===== config.mk =====
export PLATFORM = sky130hd
export DESIGN_NAME = utf8_stream_decoder_flat
export DESIGN_NICKNAME = d
export VERILOG_FILES = /design/src/utf8sd_pkg.sv /design/src/utf8sd_if.sv /design/src/utf8sd_step.sv /design/src/utf8_stream_decoder.sv /design/src/flat_wrapper.sv
export VERILOG_INCLUDE_DIRS = /design/src /design/src/src
export SDC_FILE = /design/constraint.sdc
export NUM_CORES = 1
export LEC_CHECK = 0
export ABC_AREA = 1
export BUFFER_PORTS_ARGS = -buffer_cell sky130_fd_sc_hd__buf_2
export CAP_MARGIN = 5
export CELL_PAD_IN_SITES_DETAIL_PLACEMENT = 1
export CELL_PAD_IN_SITES_GLOBAL_PLACEMENT = 1
export CORE_AREA = 2 2 131 146
export DETAILED_ROUTE_END_ITERATION = 10
export DIE_AREA = 0 0 133 148
export PLACE_DENSITY = 0.76
export SLEW_MARGIN = 30
export SYNTH_ARGS = -nofsm -noshare
export SYNTH_HDL_FRONTEND = slang
export SYNTH_SLANG_ARGS = --single-unit
export TNS_END_PERCENT = 5

===== constraint.sdc =====
create_clock -name clk -period 10.8 [get_ports clk]
set_input_delay 1.08 -clock clk [delete_from_list [all_inputs] [get_ports clk]]
set_output_delay 1.08 -clock clk [all_outputs]
set_load 0.01 [all_outputs]

===== src/utf8_stream_decoder_macros.svh =====
// Assertion macros shared by the utf8_stream_decoder RTL.
// Needs a clock named clk and an active-low reset named arst_n in the using scope.
`ifndef UTF8_STREAM_DECODER_MACROS_SVH
`define UTF8_STREAM_DECODER_MACROS_SVH
`ifndef SYNTHESIS
// Holds at every clock edge outside reset.
`define UTF8SD_ASSERT(label, prop, msg) \
	label: assert property (@(posedge clk) disable iff (!arst_n) (prop)) else $error(msg);
// Antecedent implies consequent in the cycle after.
`define UTF8SD_ASSERT_NEXT(label, ante, cons, msg) \
	label: assert property (@(posedge clk) disable iff (!arst_n) (ante) |=> (cons)) \
		else $error(msg);
`else
`define UTF8SD_ASSERT(label, prop, msg)
`define UTF8SD_ASSERT_NEXT(label, ante, cons, msg)
`endif
`endif


===== src/utf8sd_pkg.sv =====
// Types and constants of the UTF-8 stream decoder.
// No dependencies; used by the interfaces, utf8sd_step and utf8_stream_decoder.
`default_nettype none

package utf8sd_pkg;

	localparam int CpW     = 31;
	localparam int StatusW = 3;
	localparam int CntW    = 3;

	localparam logic [CpW-1:0] MaxCpReset = 31'h0000_FFFF;

	typedef enum logic [StatusW-1:0] {
		ST_CHAR     = 3'd0,
		ST_BAD_LEAD = 3'd1,
		ST_BAD_CONT = 3'd2,
		ST_OVERLONG = 3'd3,
		ST_NUL      = 3'd4,
		ST_LIMIT    = 3'd5
	} status_t;

	// Decoder state carried from one byte to the next.
	typedef struct packed {
		logic [CpW-1:0]  acc;
		logic [CntW-1:0] remain;
		logic [CntW-1:0] seqlen;
		logic            second;
		logic            stopped;
	} seq_state_t;

	typedef struct packed {
		logic           valid;
		logic [CpW-1:0] code_point;
		status_t        status;
	} step_result_t;

endpackage

`default_nettype wire


===== src/utf8sd_if.sv =====
// Valid/ready channel interfaces of the UTF-8 stream decoder.
// Depends on utf8sd_pkg for field widths.
`default_nettype none

interface utf8sd_byte_if;
	logic       valid;
	logic       ready;
	logic [7:0] data_byte;
	logic       start_req;
	modport source (output valid, data_byte, start_req, input ready);
	modport sink (input valid, data_byte, start_req, output ready);
endinterface

interface utf8sd_cp_if;
	logic                             valid;
	logic                             ready;
	logic [utf8sd_pkg::CpW-1:0]       code_point;
	logic [utf8sd_pkg::StatusW-1:0]   status;
	modport source (output valid, code_point, status, input ready);
	modport sink (input valid, code_point, status, output ready);
endinterface

interface utf8sd_cfg_if;
	logic                       valid;
	logic                       ready;
	logic [utf8sd_pkg::CpW-1:0] max_code_point;
	modport source (output valid, max_code_point, input ready);
	modport sink (input valid, max_code_point, output ready);
endinterface

`default_nettype wire


===== src/utf8sd_step.sv =====
// Next-state and result logic for one byte of the UTF-8 stream decoder.
// Purely combinational; depends on utf8sd_pkg.
`default_nettype none

module utf8sd_step (
	input  utf8sd_pkg::seq_state_t   cur,
	input  logic [7:0]               b,
	input  logic                     start,
	input  logic [utf8sd_pkg::CpW-1:0] max_cp,
	output utf8sd_pkg::seq_state_t   nxt,
	output utf8sd_pkg::step_result_t res
);

	logic [2:0]                   lead_len;
	logic [7:0]                   lead_mask;
	logic [5:0]                   need;
	logic [utf8sd_pkg::CpW-1:0]   acc_n;
	logic [utf8sd_pkg::CpW-1:0]   cand;
	logic                         fin;
	logic                         halt_en;
	utf8sd_pkg::status_t          halt_code;

	// Lead byte classes, legacy forms up to six bytes
	always_comb begin
		if (b[7] == 1'b0)                 lead_len = 3'd1;
		else if (b[7:5] == 3'b110)        lead_len = 3'd2;
		else if (b[7:4] == 4'b1110)       lead_len = 3'd3;
		else if (b[7:3] == 5'b11110)      lead_len = 3'd4;
		else if (b[7:2] == 6'b111110)     lead_len = 3'd5;
		else if (b[7:1] == 7'b1111110)    lead_len = 3'd6;
		else                              lead_len = 3'd0;
	end

	always_comb begin
		case (lead_len)
			3'd2:    lead_mask = 8'h1F;
			3'd3:    lead_mask = 8'h0F;
			3'd4:    lead_mask = 8'h07;
			3'd5:    lead_mask = 8'h03;
			3'd6:    lead_mask = 8'h01;
			default: lead_mask = 8'h7F;
		endcase
	end

	// Top payload bits of the first continuation that must not all be zero
	always_comb begin
		case (cur.seqlen)
			3'd3:    need = 6'h20;
			3'd4:    need = 6'h30;
			3'd5:    need = 6'h38;
			default: need = 6'h3C;
		endcase
	end

	always_comb begin
		nxt       = cur;
		res       = '0;
		fin       = 1'b0;
		cand      = '0;
		halt_en   = 1'b0;
		halt_code = utf8sd_pkg::ST_CHAR;
		acc_n     = {cur.acc[utf8sd_pkg::CpW-7:0], b[5:0]};

		if (start) begin
			nxt = '0;
		end

		if (!nxt.stopped) begin
			if (nxt.remain == '0) begin
				if (lead_len == 3'd0) begin
					halt_en   = 1'b1;
					halt_code = utf8sd_pkg::ST_BAD_LEAD;
				end else if (lead_len == 3'd2 && b[4:1] == 4'd0) begin
					halt_en   = 1'b1;
					halt_code = utf8sd_pkg::ST_OVERLONG;
				end else if (lead_len == 3'd1) begin
					fin  = 1'b1;
					cand = {{(utf8sd_pkg::CpW-7){1'b0}}, b[6:0]};
				end else begin
					nxt.acc    = {{(utf8sd_pkg::CpW-8){1'b0}}, b & lead_mask};
					nxt.remain = lead_len - 3'd1;
					nxt.seqlen = lead_len;
					nxt.second = (lead_len >= 3'd3);
				end
			end else if (b[7:6] != 2'b10) begin
				halt_en   = 1'b1;
				halt_code = utf8sd_pkg::ST_BAD_CONT;
			end else begin
				nxt.second = 1'b0;
				if (cur.second && cur.acc == '0 && (b[5:0] & need) == 6'd0) begin
					halt_en   = 1'b1;
					halt_code = utf8sd_pkg::ST_OVERLONG;
				end else if (cur.remain == 3'd1) begin
					fin  = 1'b1;
					cand = acc_n;
				end else begin
					nxt.acc    = acc_n;
					nxt.remain = cur.remain - 3'd1;
				end
			end
		end

		if (fin) begin
			if (cand == '0) begin
				halt_en   = 1'b1;
				halt_code = utf8sd_pkg::ST_NUL;
			end else if (cand > max_cp) begin
				halt_en   = 1'b1;
				halt_code = utf8sd_pkg::ST_LIMIT;
			end else begin
				nxt            = '0;
				res.valid      = 1'b1;
				res.code_point = cand;
				res.status     = utf8sd_pkg::ST_CHAR;
			end
		end

		if (halt_en) begin
			nxt            = '0;
			nxt.stopped    = 1'b1;
			res.valid      = 1'b1;
			res.code_point = '0;
			res.status     = halt_code;
		end
	end

endmodule

`default_nettype wire


===== src/utf8_stream_decoder.sv =====
// UTF-8 stream decoder top level: input register, decode step, result register.
// Depends on utf8sd_pkg, utf8sd_if, utf8sd_step and utf8_stream_decoder_macros.svh.
//
// Usage:
//   stream : byte channel (data_byte, start_req), valid/ready, one byte an item.
//   chars  : result channel (code_point, status); status 0 is a decoded
//            character, any other status a stop report with code_point 0.
//   cfg    : write channel for max_code_point; always ready; write only while
//            the decoder is idle.
// A byte is taken into the input register, decoded in the next cycle and its
// result (if any) lands in the result register when that slot is free or being
// emptied. One byte per cycle is sustained while chars is ready; the decode
// logic between the two registers sets that rate.
// After a stop report, bytes are swallowed without result until one arrives
// with start_req set; start_req also drops any partial sequence silently.
// Reset clears the sequence state and the valid flags of both registers and
// sets max_code_point to 0xFFFF. When chars stalls, the result register holds,
// the input register holds its byte, and stream.ready falls once both are full.
`default_nettype none
`include "utf8_stream_decoder_macros.svh"

module utf8_stream_decoder (
	input  logic              clk,
	input  logic              arst_n,
	utf8sd_byte_if.sink       stream,
	utf8sd_cp_if.source       chars,
	utf8sd_cfg_if.sink        cfg
);

	// input register
	logic       valid_s1;
	logic [7:0] byte_s1;
	logic       start_s1;

	// sequence state and limit
	utf8sd_pkg::seq_state_t     state_q;
	logic [utf8sd_pkg::CpW-1:0] max_cp_q;

	// result register
	logic                           out_valid_q;
	logic [utf8sd_pkg::CpW-1:0]     out_cp_q;
	utf8sd_pkg::status_t            out_status_q;

	utf8sd_pkg::seq_state_t   state_n;
	utf8sd_pkg::step_result_t res;
	logic                     advance;
	logic                     in_acc;

	// A byte moves on when the result slot is free or being emptied now.
	assign advance      = valid_s1 && (!out_valid_q || chars.ready);
	assign stream.ready = !valid_s1 || advance;
	assign in_acc       = stream.valid && stream.ready;
	assign cfg.ready    = 1'b1;

	assign chars.valid      = out_valid_q;
	assign chars.code_point = out_cp_q;
	assign chars.status     = out_status_q;

	utf8sd_step u_step (
		.cur    (state_q),
		.b      (byte_s1),
		.start  (start_s1),
		.max_cp (max_cp_q),
		.nxt    (state_n),
		.res    (res)
	);

	always_ff @(posedge clk or negedge arst_n) begin
		if (!arst_n) begin
			valid_s1 <= 1'b0;
		end else if (in_acc) begin
			valid_s1 <= 1'b1;
		end else if (advance) begin
			valid_s1 <= 1'b0;
		end
	end

	always_ff @(posedge clk) begin
		if (in_acc) begin
			byte_s1  <= stream.data_byte;
			start_s1 <= stream.start_req;
		end
	end

	always_ff @(posedge clk or negedge arst_n) begin
		if (!arst_n) begin
			state_q  <= '0;
			max_cp_q <= utf8sd_pkg::MaxCpReset;
		end else begin
			if (advance) begin
				state_q <= state_n;
			end
			if (cfg.valid) begin
				max_cp_q <= cfg.max_code_point;
			end
		end
	end

	// Result register: loads on a produced result, drains on chars.ready.
	always_ff @(posedge clk or negedge arst_n) begin
		if (!arst_n) begin
			out_valid_q <= 1'b0;
		end else if (advance && res.valid) begin
			out_valid_q <= 1'b1;
		end else if (chars.ready) begin
			out_valid_q <= 1'b0;
		end
	end

	always_ff @(posedge clk) begin
		if (advance && res.valid) begin
			out_cp_q     <= res.code_point;
			out_status_q <= res.status;
		end
	end

	`UTF8SD_ASSERT(a_stop_cp_zero, !out_valid_q || out_status_q == utf8sd_pkg::ST_CHAR || out_cp_q == '0, "stop report with nonzero code point")
	`UTF8SD_ASSERT(a_remain_lt_len, state_q.remain == '0 || state_q.seqlen > state_q.remain, "remaining count not below sequence length")
	`UTF8SD_ASSERT(a_stop_clean, !state_q.stopped || (state_q.remain == '0 && state_q.acc == '0), "partial sequence kept while stopped")
	`UTF8SD_ASSERT_NEXT(a_stopped_silent, advance && state_q.stopped && !start_s1, $stable(state_q) && $stable(out_cp_q), "stopped decoder changed state")
	`UTF8SD_ASSERT_NEXT(a_result_held, out_valid_q && !chars.ready, out_valid_q && $stable(out_cp_q) && $stable(out_status_q), "stalled result lost")

endmodule

`default_nettype wire

===== src/flat_wrapper.sv =====
// flat-port wrapper written by rule: the top's interface ports become plain ports
module utf8_stream_decoder_flat 
  (clk, arst_n, stream_valid, stream_data_byte, stream_start_req, stream_ready, chars_valid, chars_code_point, chars_status, chars_ready, cfg_valid, cfg_max_code_point, cfg_ready);
  utf8sd_byte_if stream_i ();
  utf8sd_cp_if chars_i ();
  utf8sd_cfg_if cfg_i ();
  input  logic clk;
  input  logic arst_n;
  input wire logic [$bits(stream_i.valid)-1:0] stream_valid;
  input wire logic [$bits(stream_i.data_byte)-1:0] stream_data_byte;
  input wire logic [$bits(stream_i.start_req)-1:0] stream_start_req;
  output wire logic [$bits(stream_i.ready)-1:0] stream_ready;
  output wire logic [$bits(chars_i.valid)-1:0] chars_valid;
  output wire logic [$bits(chars_i.code_point)-1:0] chars_code_point;
  output wire logic [$bits(chars_i.status)-1:0] chars_status;
  input wire logic [$bits(chars_i.ready)-1:0] chars_ready;
  input wire logic [$bits(cfg_i.valid)-1:0] cfg_valid;
  input wire logic [$bits(cfg_i.max_code_point)-1:0] cfg_max_code_point;
  output wire logic [$bits(cfg_i.ready)-1:0] cfg_ready;
  assign stream_i.valid = stream_valid;
  assign stream_i.data_byte = stream_data_byte;
  assign stream_i.start_req = stream_start_req;
  assign stream_ready = stream_i.ready;
  assign chars_valid = chars_i.valid;
  assign chars_code_point = chars_i.code_point;
  assign chars_status = chars_i.status;
  assign chars_i.ready = chars_ready;
  assign cfg_i.valid = cfg_valid;
  assign cfg_i.max_code_point = cfg_max_code_point;
  assign cfg_ready = cfg_i.ready;
  utf8_stream_decoder u_core (.clk(clk), .arst_n(arst_n), .stream(stream_i), .chars(chars_i), .cfg(cfg_i));
endmodule

==> metrics.yaml, run 1 <==
min_path:
  hold_class: "reg -> reg"
synthesis:
  synthMuxAreaShare: 0.00146
  ys_warn_count: 0
  synth_ff_type: "dfrtp_1"
  ys_ff_latch: 115
  syn_avg_cell_area_sq_um: 7.50
  netlist_area_sq_mm: 0.00769
  synth_top_family_by_area: "simple AND/OR/NAND/NOR gates"
  async_flop_share: 0.626
  yosys-top-cells-area: "dfrtp_1, edfxtp_1, nand2_1"
  synth_xor_area_frac: 0.00114
  yosys.area.top_type_share: 0.182
  synth.most_common_cell: "nand2_1"
  syn_nets: 1108
  synth_cell_types: 43
  yosys.area_share.simple: 0.295
  seq_area_frac_synth: 0.405
  synth_largest_area_cell: "dfrtp_1"
  synth_fa_ha_area_frac: 0.0602
  synth_edf_count: 43
  yosys-top-cells-count: "nand2_1, inv_1, nor2_1"
  synth-compound-area-share: 0.148
  synth_cells: 1026
routing:
  drt_iter0_markers: 529
  drtAntennaViolNets: 0
  drc: 0
  drt-total-wl_mm: 24.7
  wl_per_cell_um: 18.6
  via_per_inst: 5.53
  vias: 7357
  firstDrtPassIters: 4
timing:
  rsz0062_at_grt: "no"
  final_hold_viol_count: 0
  fin_crit_sh: 0.524
  skew_ns: 0.0155
  timing.final.crit_period_ns: 5.66
  drv_slew: 0
  slew_headroom: 0.415
  setup_viol: 0
  setup_slack_ns: 5.14
  final.setup.tns_ns: 0
  worst_pin_slew_ns: 0.876
  max_freq_mhz: 177
setup_path:
  reg2reg_slack_ns: 5.14
  cp-end-kind: "flip-flop"
  cpLargestDelayFamily: "simple AND/OR/NAND/NOR gates"
  critPathLaunchType: "flip-flop"
  crit_path_max_fanout: 53
  cp_num_buf_inv: 2
  crit_type: "reg -> reg"
  max_stage_delay_ns: 0.76
  crit_path_cell_trace: "nor2_2 -> inv_2 -> nand2_2 -> nor2_2 -> o21ai_2 -> buf_4 -> nor2_1 -> ha_1 -> nand4_1 -> nor4b_1 -> nand3_1 -> nand3_1 -> nand2_1 -> nand2_8 -> nor2_1"
  crit_required_ns: 10.95
  cp.arrival_ns: 5.81
  cp_slowest_cell: "nor2_2"
layout:
  final_nets: 1156
  fin_cells: 1330
  syn_to_final_growth_pct: 14.5
  final_util: 0.485
  fillCellCount: 2271
  drive_above_1_share: 0.178
  num_antenna_cells: 0
floorplanning:
  coreArea_sq_mm: 0.0182
  die_w_um: 133
  num_rows: 52
  die_h_um: 148
  die-area_sq_mm: 0.0197
  ios: 82
  initial_utilization: 0.424
global_route:
  grt_max_degree: 73
  top_usage_layer: "met2"
  grt_usage: 0.261
  antenna_found_initial: 0
  grt_pass1_vias: 7531
  grt_first_pass_wirelength_mm: 40.2
  use_met2: 0.445
  gr-usage-met3: 0.0357
  grt-ovfl-total: 0
  use_met1: 0.341
clock_tree:
  ctsHoldBuffers: 0
  numCtsBuffers: 17
  worst_skew_pair.late_latency_ns: 0.43
  clk_pin_slew_worst_paths_ns: 0.06
  clock-root-buffer: "clkbuf_16"
  post_cts_resized: 0
  post_cts_buffers: 0
  cts_buffer_depth: 2
  htree_num_levels: 4
  clkSinkCount: 115
  cts_tree: "built"
placement:
  dp_cells: 1297
  io_buffers: 80
  dp_hpwl_mm: 16.9
  gp_congestion: 0.823
  pre_cts_ws_ns: 5.23
pwr:
  internal-power_uw: 1220
  irDropWorstVdd_mv: 0.150
  power_switching_uw: 1040
  leakage_uw: 0.00410
  seqPwrFrac: 0.310
  p_comb_frac: 0.436
  power_density_mw_per_mm2: 257
  p_clk_frac: 0.254
  swShare: 0.460
job:
  maxCapViolations: 0
outcome:
  status: "completed"
## through the flow
step	hold WS [ns]	total power (uW)	area (sq um)
detailed placement	0.485	1670	8180
floorplan	0.463	1380	7690
finish	0.491	2260	8800
global route	0.520	2420	8800
global placement	0.483	1650	8180
CTS	0.495	2260	8780
## metal layers
metal | wire length, um | share of wire
met1 | 11000 | 0.45
met2 | 12300 | 0.50
met3 | 964 | 0.039
met4 | 479 | 0.019
met5 | 0 | 0
## kinds of logic after synthesis
| group | Yosys count |
|---|---|
| AO/OA/AOI/OAI | 210 |
| flip-flops | 115 |
| other | 1 |
| XOR/XNOR | 1 |
| multiplexers | 1 |
| buffers and inverters | 168 |
| AND/OR/NAND/NOR | 493 |
| adder cells (fa/ha/maj) | 37 |
## flip-flops by register name (all words and copies together) (netlist names)
| register | count |
|---|---|
| u_core.state_q | 39 |
| u_core.chars.code_point | 31 |
| u_core.max_cp_q | 31 |
| u_core.byte_s1 | 8 |
| u_core.chars.status | 3 |
| u_core.chars.valid | 1 |
| u_core.start_s1 | 1 |
| u_core.valid_s1 | 1 |
## worst min-delay path, stage by stage, from the launching register on
cell	delay [ns]
dfstp_2	0.36
inv_1	0.06
o21ai_0	0.07
## final timing paths
check,end,startpoint,cells past startpoint
max,u_core.chars.code_point[22],u_core.start_s1,15
min,u_core.max_cp_q[8],u_core.max_cp_q[8],2
max reg2reg,u_core.chars.code_point[22],u_core.start_s1,15
min reg2reg,u_core.max_cp_q[8],u_core.max_cp_q[8],2
max in group asynchronous,u_core.max_cp_q[16],arst_n,1
min in group asynchronous,u_core.chars.valid,arst_n,1
## power by group through the flow
| stage | sequential, uW | combinational (uW) | clock [uW] |
|---|---|---|---|
| 3_5_place_dp | 709 | 965 | 0 |
| 3_3_place_gp | 710 | 945 | 0 |
| 4_1_cts | 703 | 974 | 584 |
| 6_report | 703 | 987 | 574 |
| 5_1_grt | 716 | 1110 | 599 |
| 2_1_floorplan | 670 | 711 | 0 |
## final cells by class
class	instances	area (sq um)	area share
multi-input combinational	743	3900	0.443
clock buffer	20	478	0.0543
sequential	115	3110	0.354
timing repair buffer	86	472	0.0536
inverter	111	417	0.0473
tap	243	304	0.0345
clock inverter	12	120	0.0136
## placed cells by master, fill, tap and decap left out, types with 16 or more instances in the layout
cell type  instances
a21oi_1           68
buf_2             79
clkbuf_16         18
dfrtp_1           56
dfstp_2           16
edfxtp_1          43
ha_1              37
inv_1             99
nand2_1          255
nand3_1           57
nor2_1            98
nor3_1            18
nor3_2            19
o21ai_0           92
Note: power is estimated with default switching activity, not from simulation.
==> run 2: changes to the inputs <==
--- a/config.mk
+++ b/config.mk
@@ -11,10 +11,10 @@
 export CAP_MARGIN = 5
 export CELL_PAD_IN_SITES_DETAIL_PLACEMENT = 1
 export CELL_PAD_IN_SITES_GLOBAL_PLACEMENT = 1
-export CORE_AREA = 2 2 131 146
+export CORE_AREA = 2 2 136 151
 export DETAILED_ROUTE_END_ITERATION = 10
-export DIE_AREA = 0 0 133 148
-export PLACE_DENSITY = 0.76
+export DIE_AREA = 0 0 138 153
+export PLACE_DENSITY = 0.75
 export SLEW_MARGIN = 30
 export SYNTH_ARGS = -nofsm -noshare
 export SYNTH_HDL_FRONTEND = slang
==> constraint.sdc (replaced) <==
create_clock -name clk -period 5.2 [get_ports clk]
set_input_delay 0.52 -clock clk [delete_from_list [all_inputs] [get_ports clk]]
set_output_delay 0.52 -clock clk [all_outputs]
set_load 0.01 [all_outputs]
==> metrics.yaml, run 2 (synthesized netlist as in run 1, its figures left out) <==
timing:
  fin_crit_sh: 0.806  # +0.283
  setup_slack_ns: 1.01  # -4.14 ns
  setup_viol: 0  # unchanged
  final_hold_viol_count: 0  # unchanged
  whs_ns: 0.123  # -0.368 ns
  skew_ns: 0.00581  # -0.00966 ns
  drv_slew: 0  # unchanged
  worst_pin_slew_ns: 0.892  # +0.0158 ns
  timing.final.crit_period_ns: 4.19  # -1.46 ns
  rsz0062_at_grt: "no"
  max_freq_mhz: 238  # +35%
  slew_headroom: 0.405  # -0.0105
  final.setup.tns_ns: 0  # unchanged
routing:
  via_per_inst: 5.49  # -0.67%
  drt-total-wl_mm: 25.5  # +3.1%
  drc: 0  # unchanged
  vias: 7434  # +1.0%
  drtAntennaViolNets: 0  # unchanged
  drt_iter0_markers: 459  # -13%
  firstDrtPassIters: 5  # +1
  wl_per_cell_um: 18.8  # +1.3%
clock_tree:
  ctsHoldBuffers: 0  # unchanged
  post_cts_buffers: 0  # unchanged
  cts_buffer_depth: 2  # unchanged
  clkSinkCount: 115  # unchanged
  htree_num_levels: 4  # unchanged
  post_cts_resized: 0  # unchanged
  clock-root-buffer: "clkbuf_16"
  numCtsBuffers: 17  # unchanged
  cts_tree: "built"
  clk_pin_slew_worst_paths_ns: 0.06  # about the same
  worst_skew_pair.late_latency_ns: 0.42  # about the same
setup_path:
  reg2reg_depth: 21  # +6
  crit_type: "reg -> reg"
  max_stage_delay_ns: 0.36  # -0.40 ns
  critPathLaunchType: "flip-flop"
  r2r_start: "u_core.start_s1"
  worst-path-stages: 21  # +6
  crit_start: "u_core.start_s1"
  cp.arrival_ns: 4.45  # -1.36 ns
  crit_path_max_fanout: 53  # unchanged
  rr_endpoint: "u_core.chars.code_point[15]"
  cp_slowest_cell: "edfxtp_1"
  crit_path_cell_trace: "buf_4 -> inv_2 -> nand2_1 -> nand3_2 -> buf_4 -> nand2_2 -> nor2_2 -> inv_2 -> nor2_2 -> nand2_1 -> inv_1 -> ha_1 -> a21oi_1 -> nor2_1 -> a211oi_1 -> o21ai_0 -> nand2_1 -> nand3_1 -> nand2_1 -> nand2_8 -> nor3_2"
  crit_required_ns: 5.46  # -5.49 ns
  reg2reg_slack_ns: 1.01  # -4.14 ns
  setup.worst_path.end: "u_core.chars.code_point[15]"
  cp-end-kind: "flip-flop"
  cpLargestDelayFamily: "simple AND/OR/NAND/NOR gates"
  cp_num_buf_inv: 5  # +3
  crit_top_cell: "nand2_1"
min_path:
  hold_class: "in -> async"
layout:
  largest_register_ffs: 39  # unchanged
  final_common_cell: "nand2_1"
  drive_above_1_share: 0.186  # +0.00772
  syn_to_final_growth_pct: 15.4
  fillCellCount: 2477  # +9.1%
  final_nets: 1170  # +1.2%
  largest-register: "u_core.state_q"
  num_antenna_cells: 0  # unchanged
  layout_common_cells: "nand2_1, inv_1, nor2_1"
floorplanning:
  coreArea_sq_mm: 0.0196  # +7.9%
  die-area_sq_mm: 0.0211  # +7.3%
  ios: 82  # unchanged
  die_w_um: 138  # +3.8%
  initial_utilization: 0.393  # -0.0312
  die_h_um: 153  # +3.4%
  num_rows: 54  # +3.8%
global_route:
  grt_usage: 0.249  # -0.0120
  grt-ovfl-total: 0  # unchanged
  grt_first_pass_wirelength_mm: 41.7  # +3.8%
  grt_pass1_vias: 7713  # +2.4%
  antenna_found_initial: 0  # unchanged
  grt_max_degree: 73  # unchanged
job:
  maxCapViolations: 0  # unchanged
pwr:
  power_density_mw_per_mm2: 524  # +100%
  leakage_uw: 0.00414  # +1.0%
  irDropWorstVdd_mv: 0.442  # +190%
outcome:
  status: "completed"
placement:
  pre_cts_ws_ns: 1.02  # -4.22 ns
  gp_congestion: 0.869  # +5.6%
  io_buffers: 80  # unchanged
  dp_hpwl_mm: 17.4  # +2.9%
-- run 2: cell count changes in the layout (fill, tap and decap cells not counted), sizes merged --
cell / previous run / this run
clkinv: 6 / 8
bufinv: 1 / 0
inv: 114 / 112
buf: 86 / 100
clkinvlp: 2 / 3
-- run 2: through the flow --
step / power, uW / instance area [sq um] / utilization / std cells
global placement: 3490 / 8280 / 0.423 / 1319
global route: 4990 / 8870 / 0.453 / 1353
finish: 4650 / 8870 / 0.453 / 1353
CTS: 4650 / 8830 / 0.450 / 1351
floorplan: 2870 / 7690 / - / 1026
detailed placement: 3550 / 8300 / 0.423 / 1319
-- run 2: worst min-delay path by stage --
stage	to	slack, ns	depth (start not counted)
after floorplan	u_core.chars.valid	0.22	0
after global placement	u_core.max_cp_q[6]	0.48	2
after detailed placement	u_core.max_cp_q[6]	0.49	2
after CTS	u_core.valid_s1	0.16	1
after global routing	u_core.valid_s1	0.18	1
final	u_core.valid_s1	0.12	1
-- run 2: cell type report --
type | count | area, sq um | share of cell area
sequential | 115 | 3110 | 0.351
clock buffer | 20 | 447 | 0.0503
multi-input combinational | 743 | 3910 | 0.440
timing repair buffer | 100 | 589 | 0.0664
inverter | 111 | 417 | 0.0470
clock inverter | 12 | 83.8 | 0.00945
tap | 252 | 315 | 0.0355
-- run 2: metal layers --
layer / GRT usage / part of all wire
met1: 0.325 / 0.44
met2: 0.419 / 0.49
met3: 0.0420 / 0.037
met4: 0.0875 / 0.026
met5: 0 / 0
-- run 2: where the power goes --
part	internal, uW	leakage, uW	switching, uW
registers	1210	0.00132	223
logic	651	0.00257	1490
clock network	620	0.000256	454
total	2480	0.00414	2170
==> run 3: changes to the inputs <==
==> constraint.sdc (replaced) <==
create_clock -name clk -period 3.4 [get_ports clk]
set_input_delay 0.34 -clock clk [delete_from_list [all_inputs] [get_ports clk]]
set_output_delay 0.34 -clock clk [all_outputs]
set_load 0.01 [all_outputs]
==> metrics.yaml, run 3 (synthesized netlist as in run 1, its figures left out) <==
layout:
  drive_above_1_share: 0.306  # +0.120
  final_common_cell: "nand2_1"
  num_antenna_cells: 0  # unchanged
  design_area_sq_mm: 0.0101  # +14%
  final_nets: 1263  # +7.9%
  syn_to_final_growth_pct: 31.7
  largest_register_ffs: 39  # unchanged
  largest-register: "u_core.state_q"
  fillCellCount: 2417  # -2.4%
  layout_common_cells: "nand2_1, buf_4, inv_1"
  final_util: 0.517  # +0.0641
placement:
  place_area_sq_mm: 0.00885  # +6.7%
  io_buffers: 80  # unchanged
  dp_hpwl_mm: 18.8  # +8.3%
  gp_congestion: 0.902  # +3.8%
routing:
  via_per_inst: 5.63  # +2.4%
  drt_iter0_markers: 676  # +47%
  vias: 8136  # +9.4%
  drt-total-wl_mm: 30.3  # +19%
  drtAntennaViolNets: 0  # unchanged
  drc: 0  # unchanged
  firstDrtPassIters: 5  # unchanged
  wl_per_cell_um: 20.9  # +11%
timing:
  fin_crit_sh: 1.04  # +0.236
  setup_slack_ns: -0.144  # -1.15 ns
  drv_slew: 0  # unchanged
  slew_headroom: 0.387  # -0.0175
  timing.final.crit_period_ns: 3.54  # -0.650 ns
  setup_viol: 51  # +51
  skew_ns: 0.0172  # +0.0113 ns
  worst_pin_slew_ns: 0.918  # +0.0262 ns
  final_hold_viol_count: 0  # unchanged
  max_freq_mhz: 282  # +18%
  rsz0062_at_grt: "yes"
floorplanning:
  die-area_sq_mm: 0.0211  # unchanged
  ios: 82  # unchanged
  initial_utilization: 0.393  # unchanged
  die_w_um: 138  # unchanged
  num_rows: 54  # unchanged
  die_h_um: 153  # unchanged
  coreArea_sq_mm: 0.0196  # unchanged
pwr:
  leakage_uw: 0.00471  # +14%
  power_density_mw_per_mm2: 810  # +55%
  irDropWorstVdd_mv: 0.464  # +5.0%
min_path:
  hold_path_depth: 1
  hold_class: "in -> reg"
  min_from: "stream_data_byte[0]"
outcome:
  status: "finished, violations left"
  failed_checks: "negative setup slack"
setup_path:
  reg2reg_depth: 20  # -4.8%
  crit_path_max_fanout: 7  # -87%
  crit_required_ns: 3.68  # -1.78 ns
  crit_start: "u_core.byte_s1[2]"
  critPathLaunchType: "flip-flop"
  crit_type: "reg -> reg"
  reg2reg_slack_ns: -0.14  # -1.15 ns
  rr_endpoint: "u_core.chars.code_point[12]"
  r2r_start: "u_core.byte_s1[2]"
  cp.arrival_ns: 3.82  # -0.63 ns
  cp-end-kind: "flip-flop"
  setup.worst_path.end: "u_core.chars.code_point[12]"
clock_tree:
  worst_skew_pair.late_latency_ns: 0.44  # +0.02 ns
  cts_tree: "built"
  clkSinkCount: 115  # unchanged
  clk_pin_slew_worst_paths_ns: 0.06  # about the same
  numCtsBuffers: 17  # unchanged
  cts_buffer_depth: 2  # unchanged
  htree_num_levels: 4  # unchanged
  clock-root-buffer: "clkbuf_16"
global_route:
  grt_usage: 0.270  # +0.0205
  antenna_found_initial: 0  # unchanged
  grt_max_degree: 73  # unchanged
  grt_pass1_vias: 8331  # +8.0%
  grt-ovfl-total: 0  # unchanged
  grt_first_pass_wirelength_mm: 45.3  # +8.5%
job:
  maxCapViolations: 0  # unchanged
-- run 3: cell types whose count changed in the layout (fill, tap and decap cells not counted), moves of 8 or more --
cell and change:
nor2_1 -13, nand3_1 -15, ha_1 -8, nand2_2 +10, nand3_2 +11, ha_4 +8, nand2_1 -14, inv_1 -8
buf_4 +82
-- run 3: area by class of cell --
| class | instances | area [sq um] | area share |
|---|---|---|---|
| clock buffer | 20 | 479 | 0.0473 |
| clock inverter | 12 | 93.8 | 0.00926 |
| inverter | 111 | 427 | 0.0421 |
| multi-input combinational | 744 | 4350 | 0.429 |
| sequential | 115 | 3110 | 0.307 |
| tap | 252 | 315 | 0.0311 |
| timing repair buffer | 192 | 1350 | 0.133 |
-- run 3: worst max-delay path: stages, from the launching register on --
cell      delay (ns)
edfxtp_1        0.41
inv_2           0.17
nand4_1         0.16
nand3_2         0.15
inv_4           0.07
ha_4            0.18
ha_4            0.17
inv_4           0.07
nand3_1         0.09
o21ai_1         0.28
ha_1            0.32
a21oi_1         0.20
o211ai_1        0.13
nand2_1         0.10
nand2_1         0.08
nand3_2         0.08
nand3_2         0.09
nand2_4         0.16
nand2_8         0.11
buf_12          0.17
nor3_4          0.19
-- run 3: worst min path at each step --
| stage | to | slack [ns] |
|---|---|---|
| final | u_core.byte_s1[0] | 0.08 |
| after global routing | u_core.byte_s1[2] | 0.07 |
| after CTS | u_core.byte_s1[0] | 0.08 |
| after detailed placement | u_core.valid_s1 | 0.43 |
| after global placement | u_core.max_cp_q[14] | 0.48 |
| after floorplan | u_core.chars.valid | 0.04 |
-- run 3: through the flow --
| stage | setup slack [ns] | power (uW) | cells | setup TNS, ns | hold WS, ns |
|---|---|---|---|---|---|
| final | -0.144 | 8200 | 1446 | -1.97 | 0.0769 |
| after floorplan | 0.123 | 4390 | 1026 | 0 | 0.0444 |
| after CTS | -0.00357 | 7740 | 1436 | -0.00357 | 0.0767 |
| after global placement | 0.0344 | 5750 | 1389 | 0 | 0.482 |
| after global routing | -0.255 | 8670 | 1446 | -9.44 | 0.0699 |
| after detailed placement | -0.211 | 5850 | 1389 | -9.00 | 0.426 |
-- run 3: what timing repair did --
action | CTS | global route
gates resized for setup | 27 | 82
endpoints found under the setup margin | 55 | 55
pin swaps | 12 | 37
gates cloned | 2 | 2
hold endpoints to repair | 49 | 0
buffers inserted | 12 | 9
hold buffers | 1 | 0
-- run 3: routing by layer --
layer / up-vias / part of all wire / track usage
met2: 297 / 0.50 / 0.462
met1: 4012 / 0.41 / 0.345
li1: 3744 / - / -
met3: 83 / 0.049 / 0.0423
met4: 0 / 0.040 / 0.100
met5: - / 0 / 0
-- run 3: where the power goes --
part,internal [uW],switching (uW)
sequential,1840,245
clock,1030,760
combinational,1490,2830
